<file path="src/rtl/pfxl_pkg.sv">
// shared types, codes and defaults for the padded frame exchange link
package pfxl_pkg;

    localparam int FRAME_BYTES_DEF  = 64;
    localparam int PAD_BYTES_DEF    = 4;
    localparam int ALIGN_WINDOW_DEF = 5;
    localparam int RX_BYTES_DEF     = 68;

    localparam int CFG_IDX_W  = 2;
    localparam int CFG_DATA_W = 16;

    localparam logic [CFG_IDX_W-1:0] CFG_START_MARKER  = 2'd0;
    localparam logic [CFG_IDX_W-1:0] CFG_GUARD_TICKS   = 2'd1;
    localparam logic [CFG_IDX_W-1:0] CFG_TIMEOUT_TICKS = 2'd2;
    localparam logic [CFG_IDX_W-1:0] CFG_PAD_VALUE     = 2'd3;

    typedef struct packed {
        logic [7:0]  start_marker;
        logic [15:0] guard_ticks;
        logic [15:0] timeout_ticks;
        logic [7:0]  pad_value;
    } t_cfg;

    localparam t_cfg CFG_RESET = '{
        start_marker:  8'h00,
        guard_ticks:   16'd1200,
        timeout_ticks: 16'd10000,
        pad_value:     8'hF0
    };

    typedef enum logic [2:0] {
        OP_LOAD   = 3'd0,
        OP_SLOT   = 3'd1,
        OP_RXBYTE = 3'd2,
        OP_TICK   = 3'd3,
        OP_TAKE   = 3'd4,
        OP_ABORT  = 3'd5
    } t_op;

    typedef enum logic [2:0] {
        KIND_ACK        = 3'd0,
        KIND_TX         = 3'd1,
        KIND_FRAME      = 3'd2,
        KIND_REJECT     = 3'd3,
        KIND_NONE_READY = 3'd4,
        KIND_NONE_SEND  = 3'd5
    } t_kind;

    typedef enum logic [1:0] {
        EV_NONE      = 2'd0,
        EV_FRAME     = 2'd1,
        EV_NO_MARKER = 2'd2,
        EV_TIMEOUT   = 2'd3
    } t_event;

    typedef enum logic [2:0] {
        PH_IDLE  = 3'd0,
        PH_TX    = 3'd1,
        PH_GUARD = 3'd2,
        PH_ARMED = 3'd3,
        PH_RX    = 3'd4
    } t_phase;

    typedef enum logic [2:0] {
        ST_IDLE,
        ST_EXEC,
        ST_TX_DATA,
        ST_SRCH_RD,
        ST_SRCH_CMP,
        ST_TAKE
    } t_state;

endpackage

</file>
<file path="src/rtl/padded_frame_exchange_link_top.sv">
// top level: half-duplex request/response link controller
//
// Each transaction is taken into a holding register and executed from there while the result
// register is free; a simple op (load, tick, abort, slot free on a pad byte) is answered from
// that step. A slot free that sends a stored request byte adds a transmit memory read. The
// received byte that completes a response starts the marker search, a receive memory read then
// a compare for each offset, over at most the search window of offsets. A take streams
// FRAME_BYTES results, one per cycle from reads of the receive memory, as fast as the result
// side takes them. Both byte stores are synchronous memories with no reset and no clearing pass;
// the request frame and the response are always written in full before they are read.
module padded_frame_exchange_link_top #(
    parameter int FRAME_BYTES  = pfxl_pkg::FRAME_BYTES_DEF,
    parameter int PAD_BYTES    = pfxl_pkg::PAD_BYTES_DEF,
    parameter int ALIGN_WINDOW = pfxl_pkg::ALIGN_WINDOW_DEF,
    parameter int RX_BYTES     = pfxl_pkg::RX_BYTES_DEF
) (
    input  logic                            i_clk,
    input  logic                            i_rst_n,
    input  logic                            i_in_valid,
    output logic                            o_in_ready,
    input  logic [2:0]                      i_op,
    input  logic [7:0]                      i_data,
    output logic                            o_out_valid,
    input  logic                            i_out_ready,
    output logic [2:0]                      o_kind,
    output logic [7:0]                      o_byte_out,
    output logic                            o_last_of_run,
    output logic                            o_busy_res,
    output logic                            o_ready_res,
    output logic [1:0]                      o_event_res,
    input  logic                            i_cfg_we,
    input  logic [pfxl_pkg::CFG_IDX_W-1:0]  i_cfg_idx,
    input  logic [pfxl_pkg::CFG_DATA_W-1:0] i_cfg_data
);
    import pfxl_pkg::*;

    localparam int TX_TOTAL = FRAME_BYTES + 2 * PAD_BYTES;
    localparam int SPAN     = (RX_BYTES >= FRAME_BYTES) ? RX_BYTES - FRAME_BYTES + 1 : 0;
    localparam int SRCH_LIM = (ALIGN_WINDOW < SPAN) ? ALIGN_WINDOW : SPAN;
    localparam int LD_W     = $clog2(FRAME_BYTES + 1);
    localparam int TX_AW    = $clog2(FRAME_BYTES);
    localparam int TXP_W    = $clog2(TX_TOTAL + 1);
    localparam int RX_AW    = $clog2(RX_BYTES);
    localparam int RXC_W    = $clog2(RX_BYTES + 1);
    localparam int OFF_W    = $clog2(ALIGN_WINDOW + 1);
    localparam int TK_W     = $clog2(FRAME_BYTES);

    t_cfg r_cfg;

    pfxl_cfg_regs u_cfg (
        .i_clk      (i_clk),
        .i_rst_n    (i_rst_n),
        .i_cfg_we   (i_cfg_we),
        .i_cfg_idx  (i_cfg_idx),
        .i_cfg_data (i_cfg_data),
        .o_cfg      (r_cfg)
    );

    t_state           r_state,        n_state;
    t_phase           r_phase,        n_phase;
    logic [2:0]       r_op;
    logic [7:0]       r_data;
    logic [LD_W-1:0]  r_load_count,   n_load_count;
    logic [TXP_W-1:0] r_tx_pos,       n_tx_pos;
    logic [RXC_W-1:0] r_rx_count,     n_rx_count;
    logic [15:0]      r_tick,         n_tick;
    logic [OFF_W-1:0] r_frame_offset, n_frame_offset;
    logic             r_frame_waiting, n_frame_waiting;
    logic [OFF_W-1:0] r_srch_off,     n_srch_off;
    logic [TK_W-1:0]  r_take_idx,     n_take_idx;

    // byte stores and their registered read data
    logic [7:0]       r_tx_mem [FRAME_BYTES];
    logic [7:0]       r_rx_mem [RX_BYTES];
    logic [7:0]       r_tx_rdata;
    logic [7:0]       r_rx_rdata;
    logic             tx_we, tx_re, rx_we, rx_re;
    logic [TX_AW-1:0] tx_waddr, tx_raddr;
    logic [RX_AW-1:0] rx_waddr, rx_raddr;

    // result register
    logic             r_out_valid;
    logic [2:0]       r_kind;
    logic [7:0]       r_byte;
    logic             r_last;
    logic             r_busy;
    logic             r_rdy;
    logic [1:0]       r_event;

    logic             out_free;
    logic             emit;
    t_kind            e_kind;
    logic [7:0]       e_byte;
    logic             e_last;
    t_event           e_event;
    logic [15:0]      tick_inc;
    logic             in_frame;

    assign out_free   = !r_out_valid || i_out_ready;
    assign o_in_ready = (r_state == ST_IDLE);
    assign tick_inc   = (r_tick == 16'hFFFF) ? r_tick : r_tick + 16'd1;
    assign in_frame   = (r_tx_pos >= TXP_W'(PAD_BYTES)) &&
                        (r_tx_pos < TXP_W'(PAD_BYTES + FRAME_BYTES));

    always_comb begin
        n_state         = r_state;
        n_phase         = r_phase;
        n_load_count    = r_load_count;
        n_tx_pos        = r_tx_pos;
        n_rx_count      = r_rx_count;
        n_tick          = r_tick;
        n_frame_offset  = r_frame_offset;
        n_frame_waiting = r_frame_waiting;
        n_srch_off      = r_srch_off;
        n_take_idx      = r_take_idx;
        tx_we           = 1'b0;
        tx_waddr        = r_load_count[TX_AW-1:0];
        tx_re           = 1'b0;
        tx_raddr        = TX_AW'(r_tx_pos - TXP_W'(PAD_BYTES));
        rx_we           = 1'b0;
        rx_waddr        = r_rx_count[RX_AW-1:0];
        rx_re           = 1'b0;
        rx_raddr        = RX_AW'(r_srch_off);
        emit            = 1'b0;
        e_kind          = KIND_ACK;
        e_byte          = 8'd0;
        e_last          = 1'b1;
        e_event         = EV_NONE;

        case (r_state)
            ST_IDLE: begin
                if (i_in_valid) begin
                    n_state = ST_EXEC;
                end
            end
            ST_EXEC: begin
                if (out_free) begin
                    n_state = ST_IDLE;
                    emit    = 1'b1;
                    case (r_op)
                        OP_LOAD: begin
                            if (r_phase != PH_IDLE) begin
                                e_kind = KIND_REJECT;
                            end else begin
                                tx_we = 1'b1;
                                if (r_load_count == LD_W'(FRAME_BYTES - 1)) begin
                                    n_load_count    = '0;
                                    n_tx_pos        = '0;
                                    n_frame_waiting = 1'b0;
                                    n_phase         = PH_TX;
                                end else begin
                                    n_load_count = r_load_count + 1'b1;
                                end
                            end
                        end
                        OP_SLOT: begin
                            if (r_phase != PH_TX) begin
                                e_kind = KIND_NONE_SEND;
                            end else begin
                                n_tx_pos = r_tx_pos + 1'b1;
                                if (r_tx_pos == TXP_W'(TX_TOTAL - 1)) begin
                                    n_phase = PH_GUARD;
                                    n_tick  = '0;
                                end
                                if (in_frame) begin
                                    // request byte comes from the store next cycle
                                    tx_re   = 1'b1;
                                    emit    = 1'b0;
                                    n_state = ST_TX_DATA;
                                end else begin
                                    e_kind = KIND_TX;
                                    e_byte = r_cfg.pad_value;
                                end
                            end
                        end
                        OP_RXBYTE: begin
                            if (r_phase == PH_ARMED || r_phase == PH_RX) begin
                                if (r_phase == PH_ARMED) begin
                                    n_phase = PH_RX;
                                    n_tick  = '0;
                                end
                                rx_we      = 1'b1;
                                n_rx_count = r_rx_count + 1'b1;
                                if (r_rx_count == RXC_W'(RX_BYTES - 1)) begin
                                    n_phase = PH_IDLE;
                                    if (SRCH_LIM == 0) begin
                                        e_event = EV_NO_MARKER;
                                    end else begin
                                        emit       = 1'b0;
                                        n_srch_off = '0;
                                        n_state    = ST_SRCH_RD;
                                    end
                                end
                            end
                        end
                        OP_TICK: begin
                            if (r_phase == PH_GUARD) begin
                                if (tick_inc >= r_cfg.guard_ticks) begin
                                    n_rx_count = '0;
                                    n_tick     = '0;
                                    n_phase    = PH_ARMED;
                                end else begin
                                    n_tick = tick_inc;
                                end
                            end else if (r_phase == PH_RX) begin
                                if (tick_inc >= r_cfg.timeout_ticks) begin
                                    n_phase = PH_IDLE;
                                    n_tick  = '0;
                                    e_event = EV_TIMEOUT;
                                end else begin
                                    n_tick = tick_inc;
                                end
                            end
                        end
                        OP_TAKE: begin
                            if (!r_frame_waiting) begin
                                e_kind = KIND_NONE_READY;
                            end else begin
                                n_frame_waiting = 1'b0;
                                n_take_idx      = '0;
                                rx_re           = 1'b1;
                                rx_raddr        = RX_AW'(r_frame_offset);
                                emit            = 1'b0;
                                n_state         = ST_TAKE;
                            end
                        end
                        OP_ABORT: begin
                            n_phase         = PH_IDLE;
                            n_frame_waiting = 1'b0;
                            n_load_count    = '0;
                            n_tick          = '0;
                        end
                        default: ;
                    endcase
                end
            end
            ST_TX_DATA: begin
                if (out_free) begin
                    emit    = 1'b1;
                    e_kind  = KIND_TX;
                    e_byte  = r_tx_rdata;
                    n_state = ST_IDLE;
                end
            end
            ST_SRCH_RD: begin
                rx_re   = 1'b1;
                n_state = ST_SRCH_CMP;
            end
            ST_SRCH_CMP: begin
                if (out_free) begin
                    if (r_rx_rdata == r_cfg.start_marker) begin
                        n_frame_offset  = r_srch_off;
                        n_frame_waiting = 1'b1;
                        emit            = 1'b1;
                        e_event         = EV_FRAME;
                        n_state         = ST_IDLE;
                    end else if (r_srch_off == OFF_W'(SRCH_LIM - 1)) begin
                        emit    = 1'b1;
                        e_event = EV_NO_MARKER;
                        n_state = ST_IDLE;
                    end else begin
                        n_srch_off = r_srch_off + 1'b1;
                        n_state    = ST_SRCH_RD;
                    end
                end
            end
            ST_TAKE: begin
                if (out_free) begin
                    emit   = 1'b1;
                    e_kind = KIND_FRAME;
                    e_byte = r_rx_rdata;
                    e_last = (r_take_idx == TK_W'(FRAME_BYTES - 1));
                    if (e_last) begin
                        n_state = ST_IDLE;
                    end else begin
                        // fetch the next byte as this one moves to the result register
                        n_take_idx = r_take_idx + 1'b1;
                        rx_re      = 1'b1;
                        rx_raddr   = RX_AW'(r_frame_offset) + RX_AW'(n_take_idx);
                    end
                end
            end
            default: begin
                n_state = ST_IDLE;
            end
        endcase
    end

    always_ff @(posedge i_clk) begin
        if (tx_we) begin
            r_tx_mem[tx_waddr] <= r_data;
        end
        if (tx_re) begin
            r_tx_rdata <= r_tx_mem[tx_raddr];
        end
    end

    always_ff @(posedge i_clk) begin
        if (rx_we) begin
            r_rx_mem[rx_waddr] <= r_data;
        end
        if (rx_re) begin
            r_rx_rdata <= r_rx_mem[rx_raddr];
        end
    end

    always_ff @(posedge i_clk) begin
        if (!i_rst_n) begin
            r_state         <= ST_IDLE;
            r_phase         <= PH_IDLE;
            r_load_count    <= '0;
            r_tx_pos        <= '0;
            r_rx_count      <= '0;
            r_tick          <= '0;
            r_frame_offset  <= '0;
            r_frame_waiting <= 1'b0;
            r_out_valid     <= 1'b0;
        end else begin
            r_state         <= n_state;
            r_phase         <= n_phase;
            r_load_count    <= n_load_count;
            r_tx_pos        <= n_tx_pos;
            r_rx_count      <= n_rx_count;
            r_tick          <= n_tick;
            r_frame_offset  <= n_frame_offset;
            r_frame_waiting <= n_frame_waiting;
            if (emit) begin
                r_out_valid <= 1'b1;
            end else if (i_out_ready) begin
                r_out_valid <= 1'b0;
            end
        end
    end

    always_ff @(posedge i_clk) begin
        r_srch_off <= n_srch_off;
        r_take_idx <= n_take_idx;
        if (i_in_valid && o_in_ready) begin
            r_op   <= i_op;
            r_data <= i_data;
        end
        if (emit) begin
            r_kind  <= e_kind;
            r_byte  <= e_byte;
            r_last  <= e_last;
            r_busy  <= (n_phase != PH_IDLE);
            r_rdy   <= n_frame_waiting;
            r_event <= e_event;
        end
    end

    assign o_out_valid   = r_out_valid;
    assign o_kind        = r_kind;
    assign o_byte_out    = r_byte;
    assign o_last_of_run = r_last;
    assign o_busy_res    = r_busy;
    assign o_ready_res   = r_rdy;
    assign o_event_res   = r_event;

    a_ready_only_when_idle: assert property (@(posedge i_clk) disable iff (!i_rst_n)
        r_frame_waiting |-> r_phase == PH_IDLE)
        else $error("frame marked ready while an exchange is active");

    a_rx_count_live: assert property (@(posedge i_clk) disable iff (!i_rst_n)
        r_phase == PH_RX |-> (r_rx_count != '0) && (r_rx_count < RXC_W'(RX_BYTES)))
        else $error("receive phase with an impossible byte count");

    a_frame_result_clean: assert property (@(posedge i_clk) disable iff (!i_rst_n)
        (o_out_valid && o_kind == KIND_FRAME) |-> (o_event_res == EV_NONE) && !o_ready_res)
        else $error("frame byte result carries an event or a ready flag");

    a_take_cleared: assert property (@(posedge i_clk) disable iff (!i_rst_n)
        r_state == ST_TAKE |-> !r_frame_waiting && (r_phase == PH_IDLE))
        else $error("frame still marked waiting while it streams out");

    a_load_in_range: assert property (@(posedge i_clk) disable iff (!i_rst_n)
        r_load_count < LD_W'(FRAME_BYTES))
        else $error("load count ran past the frame");

endmodule

</file>
<file path="src/rtl/pfxl_cfg_regs.sv">
// configuration register file with reset defaults
module pfxl_cfg_regs (
    input  logic                            i_clk,
    input  logic                            i_rst_n,
    input  logic                            i_cfg_we,
    input  logic [pfxl_pkg::CFG_IDX_W-1:0]  i_cfg_idx,
    input  logic [pfxl_pkg::CFG_DATA_W-1:0] i_cfg_data,
    output pfxl_pkg::t_cfg                  o_cfg
);
    import pfxl_pkg::*;

    t_cfg r_cfg;
    t_cfg n_cfg;

    always_comb begin
        n_cfg = r_cfg;
        if (i_cfg_we) begin
            case (i_cfg_idx)
                CFG_START_MARKER:  n_cfg.start_marker  = i_cfg_data[7:0];
                CFG_GUARD_TICKS:   n_cfg.guard_ticks   = i_cfg_data;
                CFG_TIMEOUT_TICKS: n_cfg.timeout_ticks = i_cfg_data;
                CFG_PAD_VALUE:     n_cfg.pad_value     = i_cfg_data[7:0];
                default: ;
            endcase
        end
    end

    always_ff @(posedge i_clk) begin
        if (!i_rst_n) begin
            r_cfg <= CFG_RESET;
        end else begin
            r_cfg <= n_cfg;
        end
    end

    assign o_cfg = r_cfg;

endmodule

</file>
<file path="config.mk">
export PLATFORM = sky130hd
export DESIGN_NAME = padded_frame_exchange_link_top
export DESIGN_NICKNAME = d
export VERILOG_FILES = /design/src/rtl/pfxl_pkg.sv /design/src/rtl/padded_frame_exchange_link_top.sv /design/src/rtl/pfxl_cfg_regs.sv
export SDC_FILE = /design/constraint.sdc
export NUM_CORES = 2
export LEC_CHECK = 0
export ABC_AREA = 1
export BUFFER_PORTS_ARGS = -buffer_cell sky130_fd_sc_hd__buf_2
export CORE_ASPECT_RATIO = 1.5
export CORE_MARGIN = 2
export CORE_UTILIZATION = 42
export DETAILED_ROUTE_END_ITERATION = 10
export PLACE_DENSITY = 0.65
export SYNTH_ARGS = -nofsm -noshare
export SYNTH_HDL_FRONTEND = slang
export SYNTH_SLANG_ARGS = --single-unit
</file>
<file path="constraint.sdc">
create_clock -name i_clk -period 3.7 [get_ports i_clk]
set_input_delay 0 -clock i_clk [delete_from_list [all_inputs] [get_ports i_clk]]
set_output_delay 0 -clock i_clk [all_outputs]
set_load 0.02 [all_outputs]
</file>
==> results_tabular.tex <==
\begin{tabular}{lr}
\hline
Metric & Value \\
\hline
\multicolumn{2}{l}{\textbf{Routing}} \\
Via count & 36526 \\
Wirelength, routed & 139 mm \\
DRT iter0 DRCs & 3725 \\
Number of nets still failing antenna checks after routing & 0 \\
DRC violations left & 0 \\
Number of vias per cell & 5.51 \\
Post-detailed-route wirelength per cell & 20.9 µm \\
Number of detailed-routing iterations run before antenna repair & 6 \\
\multicolumn{2}{l}{\textbf{Setup path}} \\
Crit path top cell by count & nand2\_1 \\
Type of the worst setup path & reg -> reg \\
Cell class contributing the biggest share of worst-path delay & simple AND/OR/NAND/NOR gates \\
Startpoint kind of the worst setup timing path & flop \\
Highest fanout seen on the critical path & 8 \\
Max incr delay on CP & 0.33 ns \\
Critical Path End Type & flop \\
Library cell contributing the largest single delay on the critical path & dfxtp\_1 \\
WP data required & 4.33 ns \\
Worst path buffer plus inverter count & 4 \\
Data arrival time of the critical path & 4.14 ns \\
\multicolumn{2}{l}{\textbf{Global route}} \\
Pin count of the biggest net entering global routing & 133 \\
Number of global-route vias before repair & 35473 \\
Congestion Overflow GR & 0 \\
Antenna violations before repair & 0 \\
First-pass GRT wire length & 210 mm \\
Global-route usage over all layers & 0.213 \\
\multicolumn{2}{l}{\textbf{Final layout}} \\
P\&R area growth vs syn & 15.5\% \\
Post-layout net count & 5014 \\
Fillcell total & 10824 \\
Post-Layout Inst Area & 60100 µm² \\
Post-route insts no fill & 6625 \\
Share of layout cells above drive strength 1 & 0.104 \\
\multicolumn{2}{l}{\textbf{Clock network}} \\
Sinks on Clock Net & 1204 \\
Clock transition at the registers of the reported paths & 0.06 ns \\
Depth of the CTS H-tree & 3 \\
Largest buffer count on any clock path & 3 \\
TritonCTS Buffers & 109 \\
TritonCTS clock tree & built \\
Clk\_lat worst skew & 0.74 ns \\
Clock root buffer & clkbuf\_16 \\
\multicolumn{2}{l}{\textbf{STA}} \\
Final number of hold-violating endpoints & 0 \\
Final count of pins violating max slew & 0 \\
Total Negative Setup Slacks & 0 ns \\
Fmax & 0.285 GHz \\
Worst-margin pin slew & 1.26 ns \\
Final min period & 3.51 ns \\
Part of the cycle the worst path needs & 0.948 \\
Final-report setup violation count & 0 \\
Largest clock skew in the final design & 0.0412 ns \\
Worst-case hold slack & 0.112 ns \\
Relative slew slack & 0.158 \\
\multicolumn{2}{l}{\textbf{Placement}} \\
Number of port buffers & 51 \\
Number of placed instances with taps included & 6354 \\
Placed wire-length estimate after detailed placement & 84.6 mm \\
Area post-placement & 55500 µm² \\
Last weighted congestion value of the routability-driven placer & 0.902 \\
\multicolumn{2}{l}{\textbf{Floorplanning}} \\
Starting utilization of the core area & 0.422 \\
Width of the chip & 291 µm \\
CORE AREA & 123000 µm² \\
Count of pins on the block boundary & 52 \\
Area of the die & 127000 µm² \\
DIE HEIGHT & 435 µm \\
Std cell rows & 158 \\
\multicolumn{2}{l}{\textbf{Yosys}} \\
Synth cell types & 49 \\
Syn. warnings & 0 \\
Async SR Flop Fraction & 0 \\
Portion of netlist area occupied by mux cells & 0 \\
Post-synthesis simple-gate area fraction & 0.174 \\
Number of instances in the synthesized netlist & 4736 \\
Most frequently used flop master after synthesis & edfxtp\_1 \\
Synth Area in Adders & 0.0114 \\
Share of the synthesized area in compound gates (AO/OA/AOI/OAI) & 0.0768 \\
Post-synthesis xor/xnor area fraction & 0.00421 \\
Number of enable flip-flop cells after synthesis & 1108 \\
Largest family of logic cells by synthesized area & simple AND/OR/NAND/NOR gates \\
Average instance area after synthesis & 11.0 µm² \\
Number of storage elements in the synthesis netlist & 1204 \\
Number of nets produced by synthesis & 4817 \\
Sequential cell area fraction in the yosys report & 0.676 \\
Post-synthesis instance area & 52100 µm² \\
\multicolumn{2}{l}{\textbf{Power and ir drop}} \\
Proportion of power drawn by combinational gates & 0.243 \\
Clock network power share & 0.321 \\
Switching fraction of total power & 0.319 \\
Net Switching & 11.7 mW \\
Reported leakage power & 22.0 nW \\
Part of the power in registers & 0.435 \\
Internal Dissipation & 25.0 mW \\
Maximum vdd ir drop & 0.411 mV \\
Power density over cell area & 612 nW/µm² \\
\multicolumn{2}{l}{\textbf{Min path}} \\
Class of the tightest hold or removal check & in -> reg \\
\multicolumn{2}{l}{\textbf{Outcome}} \\
Status & finished clean \\
\multicolumn{2}{l}{\textbf{Flow run}} \\
\# Max-Cap Violations & 0 \\
\hline
\end{tabular}
## cell usage after synthesis (20+ instances only)
cell type     n  area [µm²]
edfxtp_1   1108       33300
nor2_1      605        2270
nand3_1     601        3010
nand2_1     523        1960
inv_1       476        1790
o21ai_0     408        2040
nand3b_1    176        1320
clkbuf_1    173         649
o22ai_1     147         920
dfxtp_1      96        1920
a21oi_1      93         465
buf_2        63         315
ha_1         46         576
nor3_1       34         170
nand4_1      20         125
## through the flow
step                      setup slack (ns)  power, mW  utilization
after floorplan                      0.171       21.7            -
after global placement             0.00946       25.0        0.450
after detailed placement            0.0150       25.1        0.450
after CTS                           0.0284       36.9        0.485
after global routing                -0.110       38.2        0.487
final                                0.193       36.8        0.487
## routing by layer
metal  track usage  vias up  routed length, µm
met5             0        -                  0
met4        0.0785        0               4540
met3        0.0329      266               9610
met2         0.374     1422              70400
met1         0.267    17812              54000
li1              -    17026                  -
## power by group through the flow
stage | sequential [mW] | clock (mW) | combinational, mW
finish | 16.0 | 11.8 | 8.94
CTS | 16.0 | 12.0 | 8.92
global placement | 16.3 | 0 | 8.72
floorplan | 16.7 | 0 | 4.96
global route | 16.0 | 12.4 | 9.70
detailed placement | 16.3 | 0 | 8.84
## cell families after synthesis
group                      after synthesis
and+or+nand+nor                       1983
buffers and inverters                  756
xor gates and xnor gates                25
AOI/OAI and AO/OA                      721
DFF                                   1204
adders and majority gates               47
## area by class of cell
| type | count | area, µm² | area share |
|---|---|---|---|
| inverters | 490 | 1850 | 0.0307 |
| clock inverters | 61 | 813 | 0.0135 |
| diodes | 1 | 2.50 | 0.0000416 |
| repair buffers | 352 | 3230 | 0.0537 |
| well taps | 1600 | 2000 | 0.0333 |
| multi-input cells | 2776 | 14100 | 0.234 |
| flip-flops and latches | 1204 | 35200 | 0.586 |
| clock buffers | 141 | 2920 | 0.0486 |
## worst min-delay path: stages
cell and delay [ns]:
dlygate4sd3_1 0.52, buf_2 0.12, o21ai_0 0.08, a21oi_1 0.10
## final timing paths
kind / startpoint / to / slack (ns) / cells past startpoint
max reg2reg: r_tick[0] / r_tick[1] / 0.19 / 25
min: i_cfg_data[12] / u_cfg.o_cfg[20] / 0.11 / 4
min reg2reg: r_load_count[6] / r_load_count[6] / 0.46 / 2
max: r_tick[0] / r_tick[1] / 0.19 / 25
## flip-flops by register name (all words and copies together) (netlist names), 6 cells and up
name,count
r_tx_pos,7
r_tick,16
u_cfg.o_cfg,48
r_rx_mem,544
r_tx_rdata,8
r_data,8
r_take_idx,6
r_load_count,7
o_byte_out,8
r_rx_rdata,8
r_tx_mem,512
r_rx_count,7
## cells in the final DEF (no fill, tap or decap), types with 6 or more instances in the layout
master and count:
o221ai_1 11, o21ai_1 8, nor2_2 6, nand2_2 8, a22oi_1 8, nand2_1 514
buf_2 51, inv_2 13, dlygate4sd3_1 63, nor3_1 32, nand3_1 597, o31ai_1 7
clkinv_1 16, buf_4 194, nand4_1 20, edfxtp_1 1108, ha_1 43, o22ai_1 147
nand3b_1 176, a211oi_1 9, o32ai_1 10, clkbuf_16 112, inv_1 472, dfxtp_1 88
nor2_1 602, o211ai_1 13, clkbuf_1 27, bufinv_16 15, a21oi_1 88, xnor2_1 14
buf_12 43, xor2_1 10, clkinv_2 15, o21ai_0 403
## repair_timing
| action | CTS | global route |
|---|---|---|
| setup endpoints to repair | 5 | 28 |
| gates resized for setup | 3 | 45 |
| buffers inserted | 0 | 4 |
| endpoints found under the hold margin | 83 | 0 |
| hold buffers | 63 | 0 |
| pin swaps | 0 | 13 |
| cloned | 0 | 1 |
(Power assumes the default switching activity.)
